<file path="src/hw/rtl/rcfr_pkg.sv">
// ---------------------------------------------------------------------------
// rcfr_pkg: shared constants and types of the shape fill engine
// frame store geometry, opcodes, register indexes, command record
// ---------------------------------------------------------------------------
package rcfr_pkg;

    // frame store geometry
    localparam int MAX_WIDTH  = 64;
    localparam int MAX_HEIGHT = 64;
    localparam int DEPTH      = MAX_WIDTH * MAX_HEIGHT;
    localparam int AW         = (DEPTH > 1) ? $clog2(DEPTH) : 1;

    // command queue between front and back
    localparam int QDEPTH = 2;
    localparam int QPW    = (QDEPTH > 1) ? $clog2(QDEPTH) : 1;
    localparam int QCW    = $clog2(QDEPTH + 1);

    // opcodes
    localparam logic [1:0] OP_RECT   = 2'd0;
    localparam logic [1:0] OP_CIRCLE = 2'd1;
    localparam logic [1:0] OP_READ   = 2'd2;

    // register indexes (byte address bit 2)
    localparam logic REG_WIDTH  = 1'b0;
    localparam logic REG_HEIGHT = 1'b1;

    typedef logic        [6:0]    t_pix;    // canvas coordinate / canvas size
    typedef logic signed [9:0]    t_coord;  // signed working coordinate
    typedef logic        [AW-1:0] t_addr;
    typedef logic        [QPW-1:0] t_qptr;
    typedef logic        [QCW-1:0] t_qcnt;

    // classified command handed from front to back
    typedef struct packed {
        logic        is_read;
        logic        is_circle;
        logic        empty;       // nothing to draw, or read outside canvas
        t_pix        x_lo;
        t_pix        x_hi;
        t_pix        y_lo;
        t_pix        y_hi;
        t_addr       start_addr;  // address of (x_lo, y_lo)
        t_coord      cx;
        t_coord      cy;
        logic [15:0] r2;          // squared radius
        logic [23:0] colour;
    } t_cmd;

endpackage

</file>
<file path="src/hw/rtl/rcfr_front.sv">
// ---------------------------------------------------------------------------
// rcfr_front: request intake and classification
// clips the shape bounding box to the canvas and computes its start address
// ---------------------------------------------------------------------------
module rcfr_front (
    input  logic               i_clk,
    input  logic               i_rst_n,
    input  logic               i_valid,
    output logic               o_ready,
    input  logic               i_block,
    input  logic [1:0]         i_opcode,
    input  logic signed [8:0]  i_center_x,
    input  logic signed [8:0]  i_center_y,
    input  logic [7:0]         i_size_a,
    input  logic [7:0]         i_size_b,
    input  logic [7:0]         i_fill_red,
    input  logic [7:0]         i_fill_green,
    input  logic [7:0]         i_fill_blue,
    input  rcfr_pkg::t_pix     i_width,
    input  rcfr_pkg::t_pix     i_height,
    output logic               o_push_valid,
    input  logic               i_push_ready,
    output rcfr_pkg::t_cmd     o_push_cmd
);

    localparam logic [1:0] F_IDLE = 2'd0;
    localparam logic [1:0] F_BOX  = 2'd1;
    localparam logic [1:0] F_ADDR = 2'd2;
    localparam logic [1:0] F_PUSH = 2'd3;

    logic [1:0]         r_state;
    logic [1:0]         n_state;
    logic [1:0]         r_op;
    logic signed [8:0]  r_cx;
    logic signed [8:0]  r_cy;
    logic [7:0]         r_sa;
    logic [7:0]         r_sb;
    logic [23:0]        r_colour;
    rcfr_pkg::t_cmd     r_cmd;

    rcfr_pkg::t_coord w_cx;
    rcfr_pkg::t_coord w_cy;
    rcfr_pkg::t_coord w_ext_x;
    rcfr_pkg::t_coord w_ext_y;
    rcfr_pkg::t_coord w_lo_x;
    rcfr_pkg::t_coord w_hi_x;
    rcfr_pkg::t_coord w_lo_y;
    rcfr_pkg::t_coord w_hi_y;
    rcfr_pkg::t_coord w_wm1;
    rcfr_pkg::t_coord w_hm1;
    rcfr_pkg::t_coord w_cl_lo_x;
    rcfr_pkg::t_coord w_cl_hi_x;
    rcfr_pkg::t_coord w_cl_lo_y;
    rcfr_pkg::t_coord w_cl_hi_y;
    logic              w_empty;
    logic [15:0]       w_r2;
    logic [13:0]       w_yw;
    logic              w_accept;

    assign o_ready      = (r_state == F_IDLE) && !i_block;
    assign w_accept     = i_valid && o_ready;
    assign o_push_valid = (r_state == F_PUSH);
    assign o_push_cmd   = r_cmd;

    // bounding box of the shape, then clipped to the canvas
    always_comb begin
        w_cx    = rcfr_pkg::t_coord'(r_cx);
        w_cy    = rcfr_pkg::t_coord'(r_cy);
        w_ext_x = '0;
        w_ext_y = '0;
        case (r_op)
            rcfr_pkg::OP_RECT: begin
                w_ext_x = rcfr_pkg::t_coord'({1'b0, r_sa[7:1]});
                w_ext_y = rcfr_pkg::t_coord'({1'b0, r_sb[7:1]});
            end
            rcfr_pkg::OP_CIRCLE: begin
                w_ext_x = rcfr_pkg::t_coord'({1'b0, r_sa});
                w_ext_y = rcfr_pkg::t_coord'({1'b0, r_sa});
            end
            default: begin
                w_ext_x = '0;
                w_ext_y = '0;
            end
        endcase
        w_lo_x = w_cx - w_ext_x;
        w_hi_x = w_cx + w_ext_x;
        w_lo_y = w_cy - w_ext_y;
        w_hi_y = w_cy + w_ext_y;
        w_wm1  = rcfr_pkg::t_coord'({1'b0, i_width}) - rcfr_pkg::t_coord'(1);
        w_hm1  = rcfr_pkg::t_coord'({1'b0, i_height}) - rcfr_pkg::t_coord'(1);
        w_cl_lo_x = w_lo_x[9] ? '0 : w_lo_x;
        w_cl_lo_y = w_lo_y[9] ? '0 : w_lo_y;
        w_cl_hi_x = (w_hi_x > w_wm1) ? w_wm1 : w_hi_x;
        w_cl_hi_y = (w_hi_y > w_hm1) ? w_hm1 : w_hi_y;
        w_empty   = (w_cl_lo_x > w_cl_hi_x) || (w_cl_lo_y > w_cl_hi_y) ||
                    ((r_op != rcfr_pkg::OP_RECT) && (r_op != rcfr_pkg::OP_CIRCLE) &&
                     (r_op != rcfr_pkg::OP_READ));
    end

    assign w_r2 = r_sa * r_sa;
    assign w_yw = r_cmd.y_lo * i_width;

    always_comb begin
        n_state = r_state;
        case (r_state)
            F_IDLE: begin
                if (w_accept) n_state = F_BOX;
            end
            F_BOX:  n_state = F_ADDR;
            F_ADDR: n_state = F_PUSH;
            F_PUSH: begin
                if (i_push_ready) n_state = F_IDLE;
            end
            default: n_state = F_IDLE;
        endcase
    end

    always_ff @(posedge i_clk) begin
        if (!i_rst_n) begin
            r_state <= F_IDLE;
        end else begin
            r_state <= n_state;
        end
    end

    always_ff @(posedge i_clk) begin
        if (w_accept) begin
            r_op     <= i_opcode;
            r_cx     <= i_center_x;
            r_cy     <= i_center_y;
            r_sa     <= i_size_a;
            r_sb     <= i_size_b;
            r_colour <= {i_fill_red, i_fill_green, i_fill_blue};
        end
        if (r_state == F_BOX) begin
            r_cmd.is_read    <= (r_op == rcfr_pkg::OP_READ);
            r_cmd.is_circle  <= (r_op == rcfr_pkg::OP_CIRCLE);
            r_cmd.empty      <= w_empty;
            r_cmd.x_lo       <= w_cl_lo_x[6:0];
            r_cmd.x_hi       <= w_cl_hi_x[6:0];
            r_cmd.y_lo       <= w_cl_lo_y[6:0];
            r_cmd.y_hi       <= w_cl_hi_y[6:0];
            r_cmd.start_addr <= '0;
            r_cmd.cx         <= w_cx;
            r_cmd.cy         <= w_cy;
            r_cmd.r2         <= w_r2;
            r_cmd.colour     <= r_colour;
        end
        if (r_state == F_ADDR) begin
            r_cmd.start_addr <= rcfr_pkg::t_addr'(w_yw) + rcfr_pkg::t_addr'(r_cmd.x_lo);
        end
    end

endmodule

</file>
<file path="config.mk">
export PLATFORM = sky130hd
export DESIGN_NAME = rcfr_front
export DESIGN_NICKNAME = d
export VERILOG_FILES = /design/src/hw/rtl/rcfr_pkg.sv /design/src/hw/rtl/rcfr_front.sv
export SDC_FILE = /design/constraint.sdc
export NUM_CORES = 1
export LEC_CHECK = 0
export ABC_AREA = 1
export BUFFER_PORTS_ARGS = -buffer_cell sky130_fd_sc_hd__buf_2
export CORE_MARGIN = 2
export CORE_UTILIZATION = 50
export CTS_BUF_LIST = sky130_fd_sc_hd__clkbuf_8
export DETAILED_ROUTE_END_ITERATION = 8
export PLACE_DENSITY_LB_ADDON = 0.3
export REMOVE_ABC_BUFFERS = 1
export SLEW_MARGIN = 25
export SYNTH_ARGS = -nofsm -noshare
export SYNTH_HDL_FRONTEND = slang
export SYNTH_SLANG_ARGS = --single-unit
</file>
<file path="constraint.sdc">
create_clock -name i_clk -period 6.2 [get_ports i_clk]
set_input_delay 0.62 -clock i_clk [delete_from_list [all_inputs] [get_ports i_clk]]
set_output_delay 0.62 -clock i_clk [all_outputs]
set_load 0.02 [all_outputs]
</file>
==> results.ini, run 1 <==
[setup_path]
cp_slowest_stage_delay_ns=0.43
r2r-end=o_push_cmd[100]
cp_slowest_cell=edfxtp_1
path_class=reg -> reg
cp.required_ns=6.43
cp-end-kind=register
regToRegStartpoint=r_op[1]
reg2reg_depth=34
critical_path.most_common_cell=nand2_1
rrSetupSlack_ns=0.78
worst_ep_arrival_time_ns=5.65
cp_max_fo=11
start_kind=register

[min_path]
whs_endpoint=r_cx[0]
hold_path_startpoint=i_center_x[0]
hold_class=in -> reg
min_delay_path_depth=1

[sta]
fmax_mhz=184.4
fin_crit_ns=5.422
timing.setup.tns_ns=0
worst_clock_skew_ns=0.03290
rsz0062_at_grt=false
tightest_slew_ns=0.6891
fin_crit_sh_pct=87.46
hold_violations=0
setup_viol=0
maxSlewViolCount=0
layout_setup_ws_ns=0.7777
maxSlewHeadroom_pct=54.06

[clocking]
cts_tree=done
cts_buffer_depth=2
htree_levels=4
cts_resized=0
clk_pin_slew_worst_paths_ns=0.11
clkLatencyLatePin_ns=0.49
numCtsBuffers=17
cts_hold_buffers=0
post_cts_buffers=0
cts_sinks=161
cts-root-buf=clkbuf_8

[synthesis]
synth_most_common_cell=nand2_1
synth-simple-area-share_pct=14.27
synth.avg_cell_area_sq_um=9.555
syn-cell-area_sq_um=11580
synth_top_family_by_area=adder cells
synth_top_area_cell=edfxtp_1
yosys-mux-area-fraction_pct=0
yosys.area_share.adder_pct=24.68
synth.top_cells.by_count=nand2_1, inv_1, edfxtp_1
synth_compound_area_share_pct=6.515
dominantRegCellSynth=edfxtp_1
synth.yosys.warnings=0
synthTopCellsByArea=edfxtp_1, ha_1, fa_1
syn-instance-count=1212
ys_types=42
synth_seq_cells=161
synth-edff-count=159
netlist.area_leader.share_pct=41.23
synthArstFlopShare_pct=0
yosysSeqAreaShare_pct=41.57
synth_xor_area_share_pct=3.101

[global_route]
grtUsageTotal_pct=21.27
grt_pass1_vias=8498
grt.overflow.total=0
antenna_found_initial=4
grt_first_pass_wirelength_um=40450
grt_max_degree=55

[place]
pre_cts_ws_ns=0.7980
hpwl_um=19170
io_buffers=181
place.gp.congestion=0.8967

[drt]
drt-total-wl_um=24590
vias_per_cell=5.013
routed-via-count=8432
drc=0
first_pass_iters=5
dr.first_iter.drc_count=456
wl_per_cell_um=14.62
drtAntennaViolNets=0

[cells_and_area]
syn_to_final_growth_pct=13.45
finalNetCount=1654
fillCellCount=1983
multi_input_area_sq_um=5652
final-seq-area_sq_um=4815
drive_gt1_share_pct=17.20

[floorplanning]
die_x_um=156.2
initial_core_util_pct=51.00
coreArea_sq_um=22710
rows=55
die_height_um=156.2
die_area_sq_um=24400
io-pin-count=184

[power]
p_leak_uw=0.006706
peakVddDrop_uv=445.4
power_density_nw_per_um2=479.8

[outcome]
status=finished clean

[run]
maxCapViolCount=0

## worst max-delay path by stage
| stage | startpoint | endpoint | slack [ns] | depth (start not counted) |
|---|---|---|---|---|
| 2_1_floorplan | i_block | r_state[0] | 0.28 | 3 |
| 3_3_place_gp | r_op[1] | o_push_cmd[100] | 0.93 | 33 |
| 3_5_place_dp | r_op[1] | o_push_cmd[100] | 0.80 | 35 |
| 4_1_cts | r_op[1] | o_push_cmd[100] | 0.79 | 35 |
| 5_1_grt | r_op[0] | o_push_cmd[100] | 0.11 | 36 |
| 6_report | r_op[1] | o_push_cmd[100] | 0.78 | 34 |
## cell families (layout without fill, tap and decap cells)
kind of cell               count (synthesis)  after routing
xor gates and xnor gates                  41             41
and+or+nand+nor                          397            397
DFF                                      161            161
other                                      1              3
buffers and inverters                    288            471
adders and majority gates                193            193
AOI/OAI and AO/OA                        131            131
## layout make-up
class / count / share of cell area, %
clock inverters: 15 / 1.419
flip-flops and latches: 161 / 36.64
well taps: 285 / 2.714
clock buffers: 17 / 1.781
multi-input cells: 763 / 43.01
diodes: 2 / 0.03809
inverters: 255 / 7.323
repair buffers: 184 / 7.066
## routing by layer
layer,wire length [um],GRT usage [%],vias to the layer above
li1,-,-,4234
met1,10540,26.64,3933
met2,11840,36.14,222
met3,1658,5.500,39
met4,537,6.859,4
met5,21,0,-
## worst max-delay path: cells and delay by family, from the launching register on
kind,cells,cell delay (ns)
compound gates,4,0.69
fa+ha+maj,4,1.07
simple gates,23,2.50
buf+inv,3,0.46
flops,1,0.43
## per-stage QoR
stage | util, % | total power [uW] | area [sq um] | hold slack, ns | instances
after floorplan | - | 4574 | 11400 | 0.4003 | 1179
after detailed placement | 55.98 | 5500 | 12710 | 0.4052 | 1648
final | 57.86 | 6304 | 13140 | 0.3048 | 1682
after global placement | 55.96 | 5417 | 12710 | 0.4003 | 1648
after global routing | 57.85 | 6942 | 13140 | 0.2663 | 1681
after CTS | 57.83 | 6349 | 13130 | 0.2804 | 1680
## state kept, by name (all words and copies together), names as in the netlist
register and count:
r_op 2, r_state 2, r_cx 9, r_sa 8, r_colour 24, r_sb 7, o_push_cmd 100, r_cy 9
## layout by cell type (no fill, tap or decap), types with 7 or more instances in the layout
cell / n
edfxtp_1: 159
nor3b_1: 7
nand4_1: 14
ha_1: 133
xnor2_1: 18
nor2_1: 60
clkbuf_8: 17
nand3_1: 41
nor3_1: 8
a21oi_1: 55
o21ai_0: 40
xor2_1: 23
a21o_1: 7
o21ai_2: 7
o21bai_1: 7
fa_1: 59
nand2_1: 254
inv_1: 250
buf_2: 181
## power by group
group,switching (uW),leakage (uW),internal (uW)
combinational,2360,0.00499,1340
sequential,149,0.00150,1650
clock,495,0.000209,312
Power figures use the tool's default switching activity.
==> inputs of run 2 (changes only) <==
--- a/config.mk
+++ b/config.mk
@@ -7,8 +7,10 @@
 export LEC_CHECK = 0
 export ABC_AREA = 1
 export BUFFER_PORTS_ARGS = -buffer_cell sky130_fd_sc_hd__buf_2
+export CELL_PAD_IN_SITES_DETAIL_PLACEMENT = 1
+export CELL_PAD_IN_SITES_GLOBAL_PLACEMENT = 1
 export CORE_MARGIN = 2
-export CORE_UTILIZATION = 50
+export CORE_UTILIZATION = 41
 export CTS_BUF_LIST = sky130_fd_sc_hd__clkbuf_8
 export DETAILED_ROUTE_END_ITERATION = 8
 export PLACE_DENSITY_LB_ADDON = 0.3
==> run 2 against run 1 <==
Register-to-register slack lost 0.18 ns. Final cell count grew 5.6%. Fmax shrank 3.3%. Non-clock buffer count grew 2. Largest cell class unchanged. Largest power group unchanged.
==> results.ini, run 2 (synthesized netlist as in run 1, its figures left out) <==
[outcome]
status=finished clean

[setup_path]
path_class=reg -> reg
worst_ep_arrival_time_ns=5.82
cp_slowest_cell=o21ai_0
cp.required_ns=6.42
rrSetupSlack_ns=0.59
start_kind=register
cp-end-kind=register
critical_path.most_common_cell=nand2_1
cp_max_fo=13
cp_slowest_stage_delay_ns=0.50

[power]
p_leak_uw=0.006719
p_comb_share_pct=58.8
power_density_nw_per_um2=485.6
finalPower_uw=6450
p_sw_uw=3094
clkPwrFrac_pct=13.0
swShare_pct=47.97
internal_power_uw=3356
p_seq_share_pct=28.1
peakVddDrop_uv=290.2

[drt]
drtAntennaViolNets=0
drc=0
first_pass_iters=4
wl_per_cell_um=15.95
dr.first_iter.drc_count=425
routed-via-count=8611
drt-total-wl_um=28330
vias_per_cell=4.849

[clocking]
cts_tree=done
cts_hold_buffers=0
clkLatencyLatePin_ns=0.48
numCtsBuffers=17
clk_pin_slew_worst_paths_ns=0.11
cts-root-buf=clkbuf_8
htree_levels=4
cts_sinks=161
cts_buffer_depth=2

[sta]
fmax_mhz=178.4
rsz0062_at_grt=false
maxSlewHeadroom_pct=44.02
worst_clock_skew_ns=0.01122
hold_violations=0
setup_viol=0
timing.setup.tns_ns=0
maxSlewViolCount=0
fin_crit_ns=5.606
tightest_slew_ns=0.8397
fin_crit_sh_pct=90.41

[place]
placed_cells=1743
hpwl_um=22630
io_buffers=181
place.gp.congestion=0.8644

[cells_and_area]
finalNetCount=1656
largest_reg_flops=100
finalNonFillerCells=1776
final_common_cell=nand2_1
final_cell_mix=nand2_1, inv_1, buf_2
syn_to_final_growth_pct=14.68
drive_gt1_share_pct=17.39

[floorplanning]
coreArea_sq_um=27780
initial_core_util_pct=41.69
rows=61
die_x_um=172.1
die_height_um=172.1
io-pin-count=184
die_area_sq_um=29610

[global_route]
use_met1_pct=23.86
grt.overflow.total=0
grt_first_pass_wirelength_um=45640
use_met2_pct=36.60
grt.busiest_layer=met2
grtUsageTotal_pct=19.98
grt_max_degree=61
antenna_found_initial=2
grt_pass1_vias=9177
use_met3_pct=3.845

[min_path]
hold_class=in -> reg

[run]
maxCapViolCount=0

==> run 2: cell count changes in the layout (fill, tap and decap cells not counted), sizes merged <==
cell,previous run,this run
bufinv,0,1
diode,2,1
inv,261,263
clkinv,9,5
buf,184,186
clkinvlp,0,1
==> run 2: timing repair <==
action | 4_1_cts | 5_1_grt
endpoints found under the hold margin | 0 | 0
buffers inserted | 0 | 0
resized for setup | 0 | 2
endpoints found under the setup margin | 0 | 1
==> run 2: metrics by stage <==
stage / worst slack, ns / utilization (%) / hold WS, ns / area (sq um)
after floorplan: 0.2791 / - / 0.4003 / 11400
after global placement: 0.7941 / 46.21 / 0.4003 / 12840
after detailed placement: 0.6290 / 46.21 / 0.4056 / 12840
after CTS: 0.6022 / 47.79 / 0.2601 / 13280
after global routing: 0.07677 / 47.80 / 0.2627 / 13280
final: 0.5944 / 47.81 / 0.3032 / 13280
==> run 2: worst max-delay path: cells and delay by family, from the launching register on <==
kind / cells / cell delay (ns)
xor+xnor: 1 / 0.35
fa+ha+maj: 3 / 1.08
flops: 1 / 0.48
simple gates: 23 / 1.75
buf+inv: 5 / 0.58
compound gates: 4 / 1.10
==> run 2: path summary, 6_finish.rpt <==
path,endpoint,startpoint,cells after the start
worst max register to register,o_push_cmd[100],r_op[1],36
worst min-delay path,r_cx[5],i_center_x[5],1
worst min register to register,o_push_cmd[5],r_colour[5],0
worst max-delay path,o_push_cmd[100],r_op[1],36
==> run 2: layout make-up <==
cell class	instances	area [sq um]
antenna	1	2.502
clock buffer	17	234.0
clock inverter	15	203.9
fill	3274	14500
inverter	255	962.2
multi-input combinational	763	5648
sequential	161	4815
tap	378	473.0
timing repair buffer	186	943.4
==> run 2: per-layer routing <==
metal  wire [um]  up-vias
met3        1109       26
met1       12150     4215
met2       14590      135
met4         463        2
met5          13        -
li1            -     4233
==> run 2: power by group through the flow <==
stage / Sequential, uW / Clock [uW] / Combinational (uW)
2_1_floorplan: 2110 / 0 / 2460
3_3_place_gp: 1830 / 0 / 3730
3_5_place_dp: 1840 / 0 / 3820
4_1_cts: 1820 / 868 / 3860
5_1_grt: 1850 / 900 / 4370
6_report: 1820 / 840 / 3790
