<file path="src/hw/rtl/rcfr_pkg.sv">
// ---------------------------------------------------------------------------
// rcfr_pkg: shared constants and types of the shape fill engine
// frame store geometry, opcodes, register indexes, command record
// ---------------------------------------------------------------------------
package rcfr_pkg;

    // frame store geometry
    localparam int MAX_WIDTH  = 64;
    localparam int MAX_HEIGHT = 64;
    localparam int DEPTH      = MAX_WIDTH * MAX_HEIGHT;
    localparam int AW         = (DEPTH > 1) ? $clog2(DEPTH) : 1;

    // command queue between front and back
    localparam int QDEPTH = 2;
    localparam int QPW    = (QDEPTH > 1) ? $clog2(QDEPTH) : 1;
    localparam int QCW    = $clog2(QDEPTH + 1);

    // opcodes
    localparam logic [1:0] OP_RECT   = 2'd0;
    localparam logic [1:0] OP_CIRCLE = 2'd1;
    localparam logic [1:0] OP_READ   = 2'd2;

    // register indexes (byte address bit 2)
    localparam logic REG_WIDTH  = 1'b0;
    localparam logic REG_HEIGHT = 1'b1;

    typedef logic        [6:0]    t_pix;    // canvas coordinate / canvas size
    typedef logic signed [9:0]    t_coord;  // signed working coordinate
    typedef logic        [AW-1:0] t_addr;
    typedef logic        [QPW-1:0] t_qptr;
    typedef logic        [QCW-1:0] t_qcnt;

    // classified command handed from front to back
    typedef struct packed {
        logic        is_read;
        logic        is_circle;
        logic        empty;       // nothing to draw, or read outside canvas
        t_pix        x_lo;
        t_pix        x_hi;
        t_pix        y_lo;
        t_pix        y_hi;
        t_addr       start_addr;  // address of (x_lo, y_lo)
        t_coord      cx;
        t_coord      cy;
        logic [15:0] r2;          // squared radius
        logic [23:0] colour;
    } t_cmd;

endpackage

</file>
<file path="src/hw/rtl/rcfr_queue.sv">
// ---------------------------------------------------------------------------
// rcfr_queue: short command queue between front and back
// register based fifo; while not full / not empty, one push and one pop per cycle
// ---------------------------------------------------------------------------
module rcfr_queue (
    input  logic           i_clk,
    input  logic           i_rst_n,
    input  logic           i_push_valid,
    output logic           o_push_ready,
    input  rcfr_pkg::t_cmd i_push_cmd,
    output logic           o_pop_valid,
    input  logic           i_pop_ready,
    output rcfr_pkg::t_cmd o_pop_cmd
);

    rcfr_pkg::t_cmd  r_entry [rcfr_pkg::QDEPTH];
    rcfr_pkg::t_qptr r_wptr;
    rcfr_pkg::t_qptr r_rptr;
    rcfr_pkg::t_qcnt r_count;
    logic            w_push;
    logic            w_pop;

    assign o_push_ready = (r_count != rcfr_pkg::t_qcnt'(rcfr_pkg::QDEPTH));
    assign o_pop_valid  = (r_count != '0);
    assign o_pop_cmd    = r_entry[r_rptr];
    assign w_push       = i_push_valid && o_push_ready;
    assign w_pop        = o_pop_valid && i_pop_ready;

    always_ff @(posedge i_clk) begin
        if (!i_rst_n) begin
            r_wptr  <= '0;
            r_rptr  <= '0;
            r_count <= '0;
        end else begin
            if (w_push) begin
                r_wptr <= (r_wptr == rcfr_pkg::t_qptr'(rcfr_pkg::QDEPTH - 1)) ? '0 :
                          rcfr_pkg::t_qptr'(r_wptr + 1'b1);
            end
            if (w_pop) begin
                r_rptr <= (r_rptr == rcfr_pkg::t_qptr'(rcfr_pkg::QDEPTH - 1)) ? '0 :
                          rcfr_pkg::t_qptr'(r_rptr + 1'b1);
            end
            case ({w_push, w_pop})
                2'b10:   r_count <= rcfr_pkg::t_qcnt'(r_count + 1'b1);
                2'b01:   r_count <= rcfr_pkg::t_qcnt'(r_count - 1'b1);
                default: r_count <= r_count;
            endcase
        end
    end

    always_ff @(posedge i_clk) begin
        if (w_push) begin
            r_entry[r_wptr] <= i_push_cmd;
        end
    end

endmodule

</file>
<file path="config.mk">
export PLATFORM = sky130hd
export DESIGN_NAME = rcfr_queue
export DESIGN_NICKNAME = d
export VERILOG_FILES = /design/src/hw/rtl/rcfr_pkg.sv /design/src/hw/rtl/rcfr_queue.sv
export SDC_FILE = /design/constraint.sdc
export NUM_CORES = 1
export LEC_CHECK = 0
export BUFFER_PORTS_ARGS = -buffer_cell sky130_fd_sc_hd__buf_2
export CAP_MARGIN = 30
export CORE_MARGIN = 8
export CORE_UTILIZATION = 40
export DETAILED_ROUTE_END_ITERATION = 10
export PLACE_DENSITY_LB_ADDON = 0.2
export SYNTH_ARGS = -nofsm -noshare
export SYNTH_HDL_FRONTEND = slang
export SYNTH_SLANG_ARGS = --single-unit
</file>
<file path="constraint.sdc">
create_clock -name i_clk -period 3.6 [get_ports i_clk]
set_input_delay 0.18 -clock i_clk [delete_from_list [all_inputs] [get_ports i_clk]]
set_output_delay 0.18 -clock i_clk [all_outputs]
set_load 0.005 [all_outputs]
</file>
==> results of run 1 <==
==> synthesized netlist by cell type <==
cell type	count	area share [%]
edfxtp_1	206	81
mux2_2	103	15
buf_4	7	0.69
dfxtp_1	5	1.3
buf_2	4	0.26
xnor2_1	3	0.34
nor2b_1	2	0.16
a21bo_2	1	0.13
a21boi_0	1	0.098
a21boi_1	1	0.098
and2_1	1	0.082
and3_1	1	0.082
ha_1	1	0.16
inv_1	1	0.049
nand2_1	1	0.049
nand2b_1	1	0.082
nand3b_1	1	0.098
o21a_1	1	0.098
o21ai_0	1	0.065
or2_2	1	0.082
or3_1	1	0.082
==> worst max path at each step <==
stage                           to  slack (ns)  cells after the start
floorplan            r_entry[1][0]        0.08                      2
global placement    r_entry[0][98]        1.58                      4
detailed placement  r_entry[1][35]        1.53                      3
CTS                  o_pop_cmd[80]        1.11                      3
global route         o_pop_cmd[76]        1.04                      3
finish               o_pop_cmd[80]        1.14                      3
==> sequential cells by signal, indices dropped and copies added, names as in the netlist, named ones only <==
signal,flops
r_entry,206
r_count,2
r_rptr,1
r_wptr,1
==> worst max-delay path: cells and delay by family (launching register included) <==
| family | cells | cell delay [ns] |
|---|---|---|
| flip-flops | 1 | 0.80 |
| buffers and inverters | 2 | 0.49 |
| multiplexers | 1 | 0.40 |
==> where the power goes <==
group | internal (W) | leakage (nW) | total [W] | switching, W
registers | 0.00310 | 1.97 | 0.00327 | 0.000166
logic | 0.000877 | 1.72 | 0.00161 | 0.000738
clock network | 0.00124 | 0.324 | 0.00209 | 0.000848
total | 0.00522 | 4.01 | 0.00697 | 0.00175
==> metrics by stage <==
| step | instances | power (W) |
|---|---|---|
| finish | 926 | 0.006973 |
| global route | 926 | 0.007310 |
| CTS | 925 | 0.007090 |
| detailed placement | 781 | 0.004875 |
| global placement | 781 | 0.004846 |
| floorplan | 344 | 0.004182 |
==> per-layer routing <==
metal	vias up	track usage, %	wire length, um
met5	-	0	0
met4	0	3.406	245
met3	24	5.238	1550
met2	158	22.91	7917
met1	2098	15.84	6855
li1	2038	-	-
==> final cells by class <==
| type | count | area [um^2] | share of cell area, % |
|---|---|---|---|
| Sequential cell | 211 | 6290 | 58.71 |
| Timing Repair Buffer | 318 | 2157 | 20.14 |
| Multi-Input combinational cell | 121 | 1296 | 12.10 |
| Clock buffer | 32 | 609.3 | 5.688 |
| Tap cell | 234 | 292.8 | 2.733 |
| Clock inverter | 8 | 58.81 | 0.5489 |
| Inverter | 1 | 6.256 | 0.05840 |
| Antenna cell | 1 | 2.502 | 0.02336 |
==> kinds of logic after synthesis <==
kind of cell / count (synthesis) / share of synthesized area, %
AO/OA/AOI/OAI: 5 / 0.4905
XOR/XNOR: 3 / 0.3434
multiplexers: 103 / 15.15
AND/OR/NAND/NOR: 9 / 0.7195
flip-flops: 211 / 82.13
adder cells (fa/ha/maj): 1 / 0.1635
buffers and inverters: 12 / 0.9972
==> cell usage in the layout, fill, tap and decap left out, types with 2 or more instances in the layout <==
cell type      synthesis  routed
clkinv_1               0       5
clkinv_2               0       2
buf_12                 0       3
nor2b_1                2       2
dlygate4sd3_1          0     104
dfxtp_1                5       4
clkbuf_16              0      23
mux2_2               103     103
edfxtp_1             206     206
clkbuf_1               0       9
xnor2_1                3       3
buf_2                  4     211
==> results.py, run 1 <==
metrics = {
    "floorplan": {
        "coreArea_mm2": 0.01877,
        "pin_count": 212,
        "dieArea_mm2": 0.02382,
        "rows": 50,
        "fp.dieH_um": 154.3,
        "initial_core_util_pct": 40.78,
        "die_w_um": 154.3,
    },
    "logic_synthesis": {
        "synth_area_mm2": 0.007654,
        "synth_nets": 452,
        "synth_cells": 344,
        "synth_warnings": 0,
        "synth_seq_area_share_pct": 82.13,
        "synth_cell_types": 21,
        "synth_seq_cells": 211,
        "avgSynthCellArea_um2": 22.25,
    },
    "clock_network": {
        "cts_tree": "yes",
        "h-tree-depth": 1,
        "clk_latency_ns": 0.48,
        "postCtsSetupBuffers": 0,
        "cts.clk_slew.worst_paths_ns": 0.06,
        "cts_root_buf": "clkbuf_16",
        "numCtsBuffers": 23,
        "clock_path_buffers": 3,
        "cts-resized-gates": 0,
        "holdBufCountCts": 104,
        "cts.sinks": 211,
    },
    "critical_path": {
        "critPathSlowestCell": "dfxtp_4",
        "r2r_setup_slack_ns": 1.55,
        "crit_type": "reg2out",
        "end_kind": "primary output",
        "worstPathArrival_ns": 2.28,
        "cp-start-kind": "flip-flop",
        "crit_path_cell_trace": "buf_12 > mux2_2 > buf_2",
        "worstRegToRegCells": 3,
        "r2r_start": "r_count[0]",
        "r2r-end": "r_entry[1][35]",
        "required_ns": 3.42,
        "critPathMaxStageDelay_ns": 0.80,
        "worstPathMaxFanout": 54,
    },
    "status": {
        "status": "finished, final reports clean",
    },
    "detailed_routing": {
        "postRouteAntennaNets": 0,
        "routed_wl_mm": 16.57,
        "via_per_inst": 4.663,
        "drcViolationCount": 0,
        "dr.pass1.iters": 4,
        "drt_iter0_drc": 124,
        "wire_per_inst_um": 17.89,
        "route.vias.total": 4318,
    },
    "sta": {
        "setup_violations": 0,
        "period_share_pct": 68.30,
        "hold_viol": 0,
        "tightest_slew_ns": 0.7416,
        "whs_ns": 0.05533,
        "fmaxAchievable_mhz": 406.7,
        "setup_slack_ns": 1.141,
        "slew_violations": 0,
        "slew_headroom_pct": 50.56,
        "skew_ns": 0.003851,
        "setup_tns_ns": 0,
        "rsz0062_at_grt": "false",
        "min_period_ns": 2.459,
    },
    "layout": {
        "nets": 784,
        "syn_to_final_growth_pct": 39.97,
        "drive_gt1_share_pct": 50.36,
        "design_area_mm2": 0.01071,
        "fillers": 1447,
        "utilization_pct": 57.08,
    },
    "grt": {
        "grt_pass1_wl_mm": 25.77,
        "grt_pass1_vias": 4886,
        "overflow": 0,
        "grt_max_degree": 62,
        "antenna_found_initial": 1,
        "grt_util_all_layers_pct": 13.51,
    },
    "placement": {
        "placed_area_mm2": 0.009001,
        "hpwl_mm": 10.41,
        "gp_congestion": 0.6998,
        "portBuffers": 211,
        "pre_cts_ws_ns": 1.529,
    },
    "min_path": {
        "min_from": "i_push_valid",
        "hold_path_end": "r_wptr",
        "hold_class": "in2reg",
        "hold_depth": 3,
    },
    "power_and_ir_drop": {
        "p_leak_nw": 4.010,
        "pwr_density_cell_mw_per_mm2": 650.9,
        "irDropWorstVdd_uv": 374.9,
    },
    "flow_run": {
        "maxCapViolCount": 0,
    },
}
Note: power is estimated with default switching activity, not from simulation.
==> run 2: changes to the inputs <==
--- a/config.mk
+++ b/config.mk
@@ -5,6 +5,7 @@
 export SDC_FILE = /design/constraint.sdc
 export NUM_CORES = 1
 export LEC_CHECK = 0
+export ABC_AREA = 1
 export BUFFER_PORTS_ARGS = -buffer_cell sky130_fd_sc_hd__buf_2
 export CAP_MARGIN = 30
 export CORE_MARGIN = 8
==> constraint.sdc (replaced) <==
create_clock -name i_clk -period 2.15 [get_ports i_clk]
set_input_delay 0.1075 -clock i_clk [delete_from_list [all_inputs] [get_ports i_clk]]
set_output_delay 0.1075 -clock i_clk [all_outputs]
set_load 0.005 [all_outputs]
==> results.py, run 2 <==
metrics = {
    "clock_network": {
        "cts.clk_slew.worst_paths_ns": 0.06,
        "numCtsBuffers": 23,
        "cts_root_buf": "clkbuf_16",
        "clock_path_buffers": 3,
        "clk_latency_ns": 0.49,
        "cts-resized-gates": 0,
        "cts.sinks": 211,
        "cts_tree": "yes",
        "h-tree-depth": 1,
    },
    "grt": {
        "grt_pass1_vias": 5001,
        "grt_util_all_layers_pct": 13.73,
        "antenna_found_initial": 0,
        "overflow": 0,
        "grt_pass1_wl_mm": 26.17,
        "grt_max_degree": 61,
    },
    "sta": {
        "period_share_pct": 86.57,
        "setup_slack_ns": 0.2887,
        "setup_tns_ns": 0,
        "whs_ns": 0.1337,
        "skew_ns": 0.007819,
        "fmaxAchievable_mhz": 537.3,
        "tightest_slew_ns": 0.6045,
        "rsz0062_at_grt": "false",
        "hold_viol": 0,
        "slew_violations": 0,
        "setup_violations": 0,
        "min_period_ns": 1.861,
        "slew_headroom_pct": 59.70,
    },
    "floorplan": {
        "fp.dieH_um": 154.6,
        "coreArea_mm2": 0.01877,
        "dieArea_mm2": 0.02390,
        "rows": 50,
        "initial_core_util_pct": 40.93,
        "pin_count": 212,
        "die_w_um": 154.6,
    },
    "logic_synthesis": {
        "synth_seq_area_share_pct": 81.82,
        "synth_cells": 356,
        "synth-edff-count": 206,
        "synth_area_mm2": 0.007682,
        "synth_warnings": 0,
        "synth_top_cell_area_share_pct": 80.52,
        "synth_ff_type": "edfxtp_1",
        "synth_top_area_cell": "edfxtp_1",
        "synth_seq_cells": 211,
        "netlist_top_cells_count": "edfxtp_1 (206), mux2_2 (103), nand2_1 (10), nor2_1 (10), buf_6 (7)",
        "avgSynthCellArea_um2": 21.58,
        "yosysMostFrequentCell": "edfxtp_1",
        "synthArstFlopShare_pct": 0,
        "synth_cell_types": 15,
        "synthTopCellsByArea": "edfxtp_1 (81%), mux2_2 (15%), dfxtp_1 (1.3%)",
        "synth_nets": 464,
    },
    "detailed_routing": {
        "routed_wl_mm": 16.73,
        "via_per_inst": 4.650,
        "postRouteAntennaNets": 0,
        "route.vias.total": 4380,
        "drt_iter0_drc": 193,
        "wire_per_inst_um": 17.76,
        "drcViolationCount": 0,
        "dr.pass1.iters": 4,
    },
    "critical_path": {
        "crit_path_cell_trace": "buf_12 > mux2_2 > buf_2",
        "end_kind": "primary output",
        "critPathMaxStageDelay_ns": 0.42,
        "cp-start-kind": "flip-flop",
        "critPathSlowestCell": "mux2_2",
        "crit_type": "reg2out",
        "worstPathMaxFanout": 58,
        "required_ns": 2.04,
        "worstPathArrival_ns": 1.75,
    },
    "layout": {
        "antenna_cells": 0,
        "regMostFlops": "r_entry",
        "final_cell_mix": "buf_2 (211), edfxtp_1 (206), dlygate4sd3_1 (106)",
        "nets": 801,
        "syn_to_final_growth_pct": 40.36,
        "final_common_cell": "buf_2",
        "reg_top3": "r_entry (206), r_count (2)",
        "largest_register_ffs": 206,
        "utilization_pct": 57.45,
        "fillers": 1452,
        "drive_gt1_share_pct": 50.14,
    },
    "status": {
        "status": "finished, final reports clean",
    },
    "flow_run": {
        "maxCapViolCount": 0,
    },
    "placement": {
        "gp_congestion": 0.7366,
        "portBuffers": 211,
        "hpwl_mm": 10.63,
        "pre_cts_ws_ns": 0.5313,
    },
    "min_path": {
        "hold_class": "in2reg",
    },
    "power_and_ir_drop": {
        "irDropWorstVdd_uv": 611.1,
        "p_leak_nw": 4.070,
        "pwr_density_cell_mw_per_mm2": 977.5,
    },
}
==> run 2: cell count changes after synthesis, sizes merged, moves of 2 or more <==
cell / delta
xnor2: -3
nor2b: -2
nand2: +9
a21boi: -2
nor2: +10
inv: +4
==> run 2: power by group <==
part           internal (W)  switching, W
combinational       0.00102      0.000969
clock               0.00196       0.00144
sequential          0.00504      0.000107
total               0.00802       0.00252
==> run 2: kinds of logic (layout without fill, tap and decap cells) <==
logic type	after synthesis	in the layout	synth area share, %
flops	211	211	81.82
fa+ha+maj	1	1	0.1628
compound gates	3	3	0.2279
buf+inv	16	368	1.564
simple gates	22	22	1.124
mux	103	103	15.10
==> run 2: through the flow <==
stage	total power, W	instances	area, um^2
final	0.01054	942	10780
after global routing	0.01103	942	10780
after CTS	0.01071	942	10780
after detailed placement	0.007109	796	9072
after global placement	0.007051	796	9072
after floorplan	0.006269	356	7714
==> run 2: final cells by class <==
type	instances	area (um^2)	share of cell area [%]
Sequential cell	211	6291	58.34
Timing Repair Buffer	323	2225	20.63
Multi-Input combinational cell	129	1306	12.11
Clock buffer	30	601.8	5.581
Tap cell	234	292.8	2.715
Clock inverter	10	47.55	0.4409
Inverter	5	18.77	0.1741
==> run 2: path summary, 6_finish.rpt <==
kind / start / to / cells past startpoint / slack (ns)
setup / recovery: flip-flop / o_pop_cmd[63] / 3 / 0.29
setup reg to reg: r_count[0] / r_entry[0][90] / 5 / 0.55
hold reg to reg: r_rptr / flip-flop / 2 / 0.49
hold / removal: i_push_valid / r_count[0] / 4 / 0.13
==> run 2: metal layers <==
layer,up-vias,GRT usage (%),part of all wire (%)
met5,-,0,0
met1,2118,15.74,40
met4,0,3.360,2.0
li1,2078,-,-
met2,160,23.86,48
met3,24,5.155,9.1
==> run 2: timing repair <==
item	in CTS	in global routing
setup buffers	0	0
hold endpoints to repair	211	0
hold buffers	106	0
==> run 2: worst max-delay path: cells and delay by family, from the launching register on <==
family	cells	cell delay [ns]
buf+inv	2	0.43
flops	1	0.37
mux	1	0.42
==> run 3: changes to the inputs <==
--- a/config.mk
+++ b/config.mk
@@ -5,12 +5,12 @@
 export SDC_FILE = /design/constraint.sdc
 export NUM_CORES = 1
 export LEC_CHECK = 0
-export ABC_AREA = 1
 export BUFFER_PORTS_ARGS = -buffer_cell sky130_fd_sc_hd__buf_2
 export CAP_MARGIN = 30
 export CORE_MARGIN = 8
 export CORE_UTILIZATION = 40
 export DETAILED_ROUTE_END_ITERATION = 10
+export MAX_ROUTING_LAYER = met4
 export PLACE_DENSITY_LB_ADDON = 0.2
 export SYNTH_ARGS = -nofsm -noshare
 export SYNTH_HDL_FRONTEND = slang
==> results.py, run 3 (synthesized netlist as in run 1, its figures left out) <==
metrics = {
    "detailed_routing": {
        "drt_iter0_drc": 171,
        "dr.pass1.iters": 4,
        "drcViolationCount": 0,
        "route.vias.total": 4374,
        "postRouteAntennaNets": 0,
        "routed_wl_mm": 16.78,
        "via_per_inst": 4.688,
        "wire_per_inst_um": 17.98,
    },
    "critical_path": {
        "r2r_start": "r_count[0]",
        "crit_type": "reg2out",
        "worstRegToRegCells": 4,
        "required_ns": 2.04,
        "worstPathArrival_ns": 1.85,
        "cp-start-kind": "flip-flop",
        "worstPathMaxFanout": 23,
        "end_kind": "primary output",
        "endpoint": "o_pop_cmd[13]",
        "r2r-end": "r_entry[0][12]",
        "r2r_setup_slack_ns": 0.68,
    },
    "floorplan": {
        "coreArea_mm2": 0.01877,
        "dieArea_mm2": 0.02382,
        "fp.dieH_um": 154.3,
        "die_w_um": 154.3,
        "initial_core_util_pct": 40.78,
        "pin_count": 212,
        "rows": 50,
    },
    "grt": {
        "grt_pass1_vias": 5057,
        "antenna_found_initial": 0,
        "overflow": 0,
        "grt_max_degree": 58,
        "grt_util_all_layers_pct": 14.26,
        "grt_pass1_wl_mm": 26.63,
    },
    "sta": {
        "fmaxAchievable_mhz": 509.6,
        "hold_viol": 0,
        "setup_violations": 0,
        "skew_ns": 0.01147,
        "rsz0062_at_grt": "false",
        "setup_slack_ns": 0.1879,
        "period_share_pct": 91.26,
        "setup_tns_ns": 0,
        "slew_headroom_pct": 77.11,
        "whs_ns": 0.08326,
        "slew_violations": 0,
        "tightest_slew_ns": 0.3434,
        "min_period_ns": 1.962,
    },
    "clock_network": {
        "cts_tree": "yes",
        "h-tree-depth": 1,
        "cts.sinks": 211,
        "numCtsBuffers": 23,
        "clk_latency_ns": 0.49,
        "clock_path_buffers": 3,
        "cts.clk_slew.worst_paths_ns": 0.06,
        "cts_root_buf": "clkbuf_16",
    },
    "status": {
        "status": "finished, final reports clean",
    },
    "power_and_ir_drop": {
        "clockPowerShare_pct": 30.7,
        "pwr_density_cell_mw_per_mm2": 1100,
        "power.share.sequential_pct": 45.2,
        "swShare_pct": 25.01,
        "p_leak_nw": 4.079,
        "intPower_w": 0.008950,
        "irDropWorstVdd_uv": 783.2,
        "power.net_switching_w": 0.002985,
        "pwr-share-comb_pct": 24.1,
    },
    "placement": {
        "gp_congestion": 0.7235,
        "pre_cts_ws_ns": 0.6654,
        "dp.cells": 787,
        "portBuffers": 211,
        "hpwl_mm": 10.77,
    },
    "layout": {
        "antenna_cells": 0,
        "stdcell_count": 933,
        "syn_to_final_growth_pct": 41.79,
        "final_common_cell": "buf_2",
        "largest_register_ffs": 206,
        "regMostFlops": "r_entry",
        "final_cell_mix": "buf_2 (211), edfxtp_1 (206), dlygate4sd3_1 (105)",
        "nets": 791,
        "reg_top3": "r_entry (206), r_count (2)",
        "drive_gt1_share_pct": 51.65,
        "fillers": 1451,
    },
    "flow_run": {
        "maxCapViolCount": 0,
    },
    "min_path": {
        "hold_class": "in2reg",
    },
}
-- run 3: what timing repair did --
item | 4_1_cts | 5_1_grt
hold endpoints to repair | 211 | 0
hold buffers | 105 | 0
endpoints found under the setup margin | 0 | 0
buffers inserted | 0 | 0
resized for setup | 0 | 0
-- run 3: metrics by stage --
stage                     util (%)  power, W  area [um^2]
final                        57.82   0.01193        10850
after global routing         57.82   0.01254        10850
after CTS                    57.82   0.01214        10850
after detailed placement     48.45  0.008265         9094
after global placement       48.45  0.008202         9094
after floorplan                  -  0.006997         7667
-- run 3: worst min-delay path by stage --
stage               slack (ns)      startpoint              to  cells after the start
floorplan                 0.21   i_push_cmd[0]   r_entry[0][0]                      0
global placement          0.30  i_push_cmd[11]  r_entry[1][11]                      1
detailed placement        0.30  i_push_cmd[14]  r_entry[1][14]                      1
CTS                       0.07     i_pop_ready          r_rptr                      4
global route              0.12     i_pop_ready       flip-flop                      4
finish                    0.08     i_pop_ready          r_rptr                      4
-- run 3: power by group through the flow --
stage | combinational (W) | sequential, W | clock, W
floorplan | 0.00160 | 0.00540 | 0
global placement | 0.00275 | 0.00546 | 0
detailed placement | 0.00278 | 0.00549 | 0
CTS | 0.00295 | 0.00540 | 0.00378
global route | 0.00314 | 0.00546 | 0.00394
finish | 0.00288 | 0.00539 | 0.00366
-- run 3: routing by layer --
layer	part of all wire [%]	vias up	global-route usage, %
li1	-	2051	-
met1	41	2135	16.96
met2	49	168	24.01
met3	8.2	20	3.901
met4	1.2	0	2.986
met5	0	-	-
-- run 3: critical path: stages (launching register included) --
cell and delay (ns):
dfxtp_4 0.56, buf_4 0.29, mux2_2 0.37, buf_2 0.13
-- run 3: cell type report --
type / count / area, um^2 / share of cell area, %
clock buffers: 28 / 594.3 / 5.477
repair buffers: 325 / 2250 / 20.73
flip-flops and latches: 211 / 6291 / 57.97
inverters: 1 / 7.507 / 0.06918
well taps: 234 / 292.8 / 2.698
clock inverters: 13 / 112.6 / 1.038
multi-input cells: 121 / 1304 / 12.01
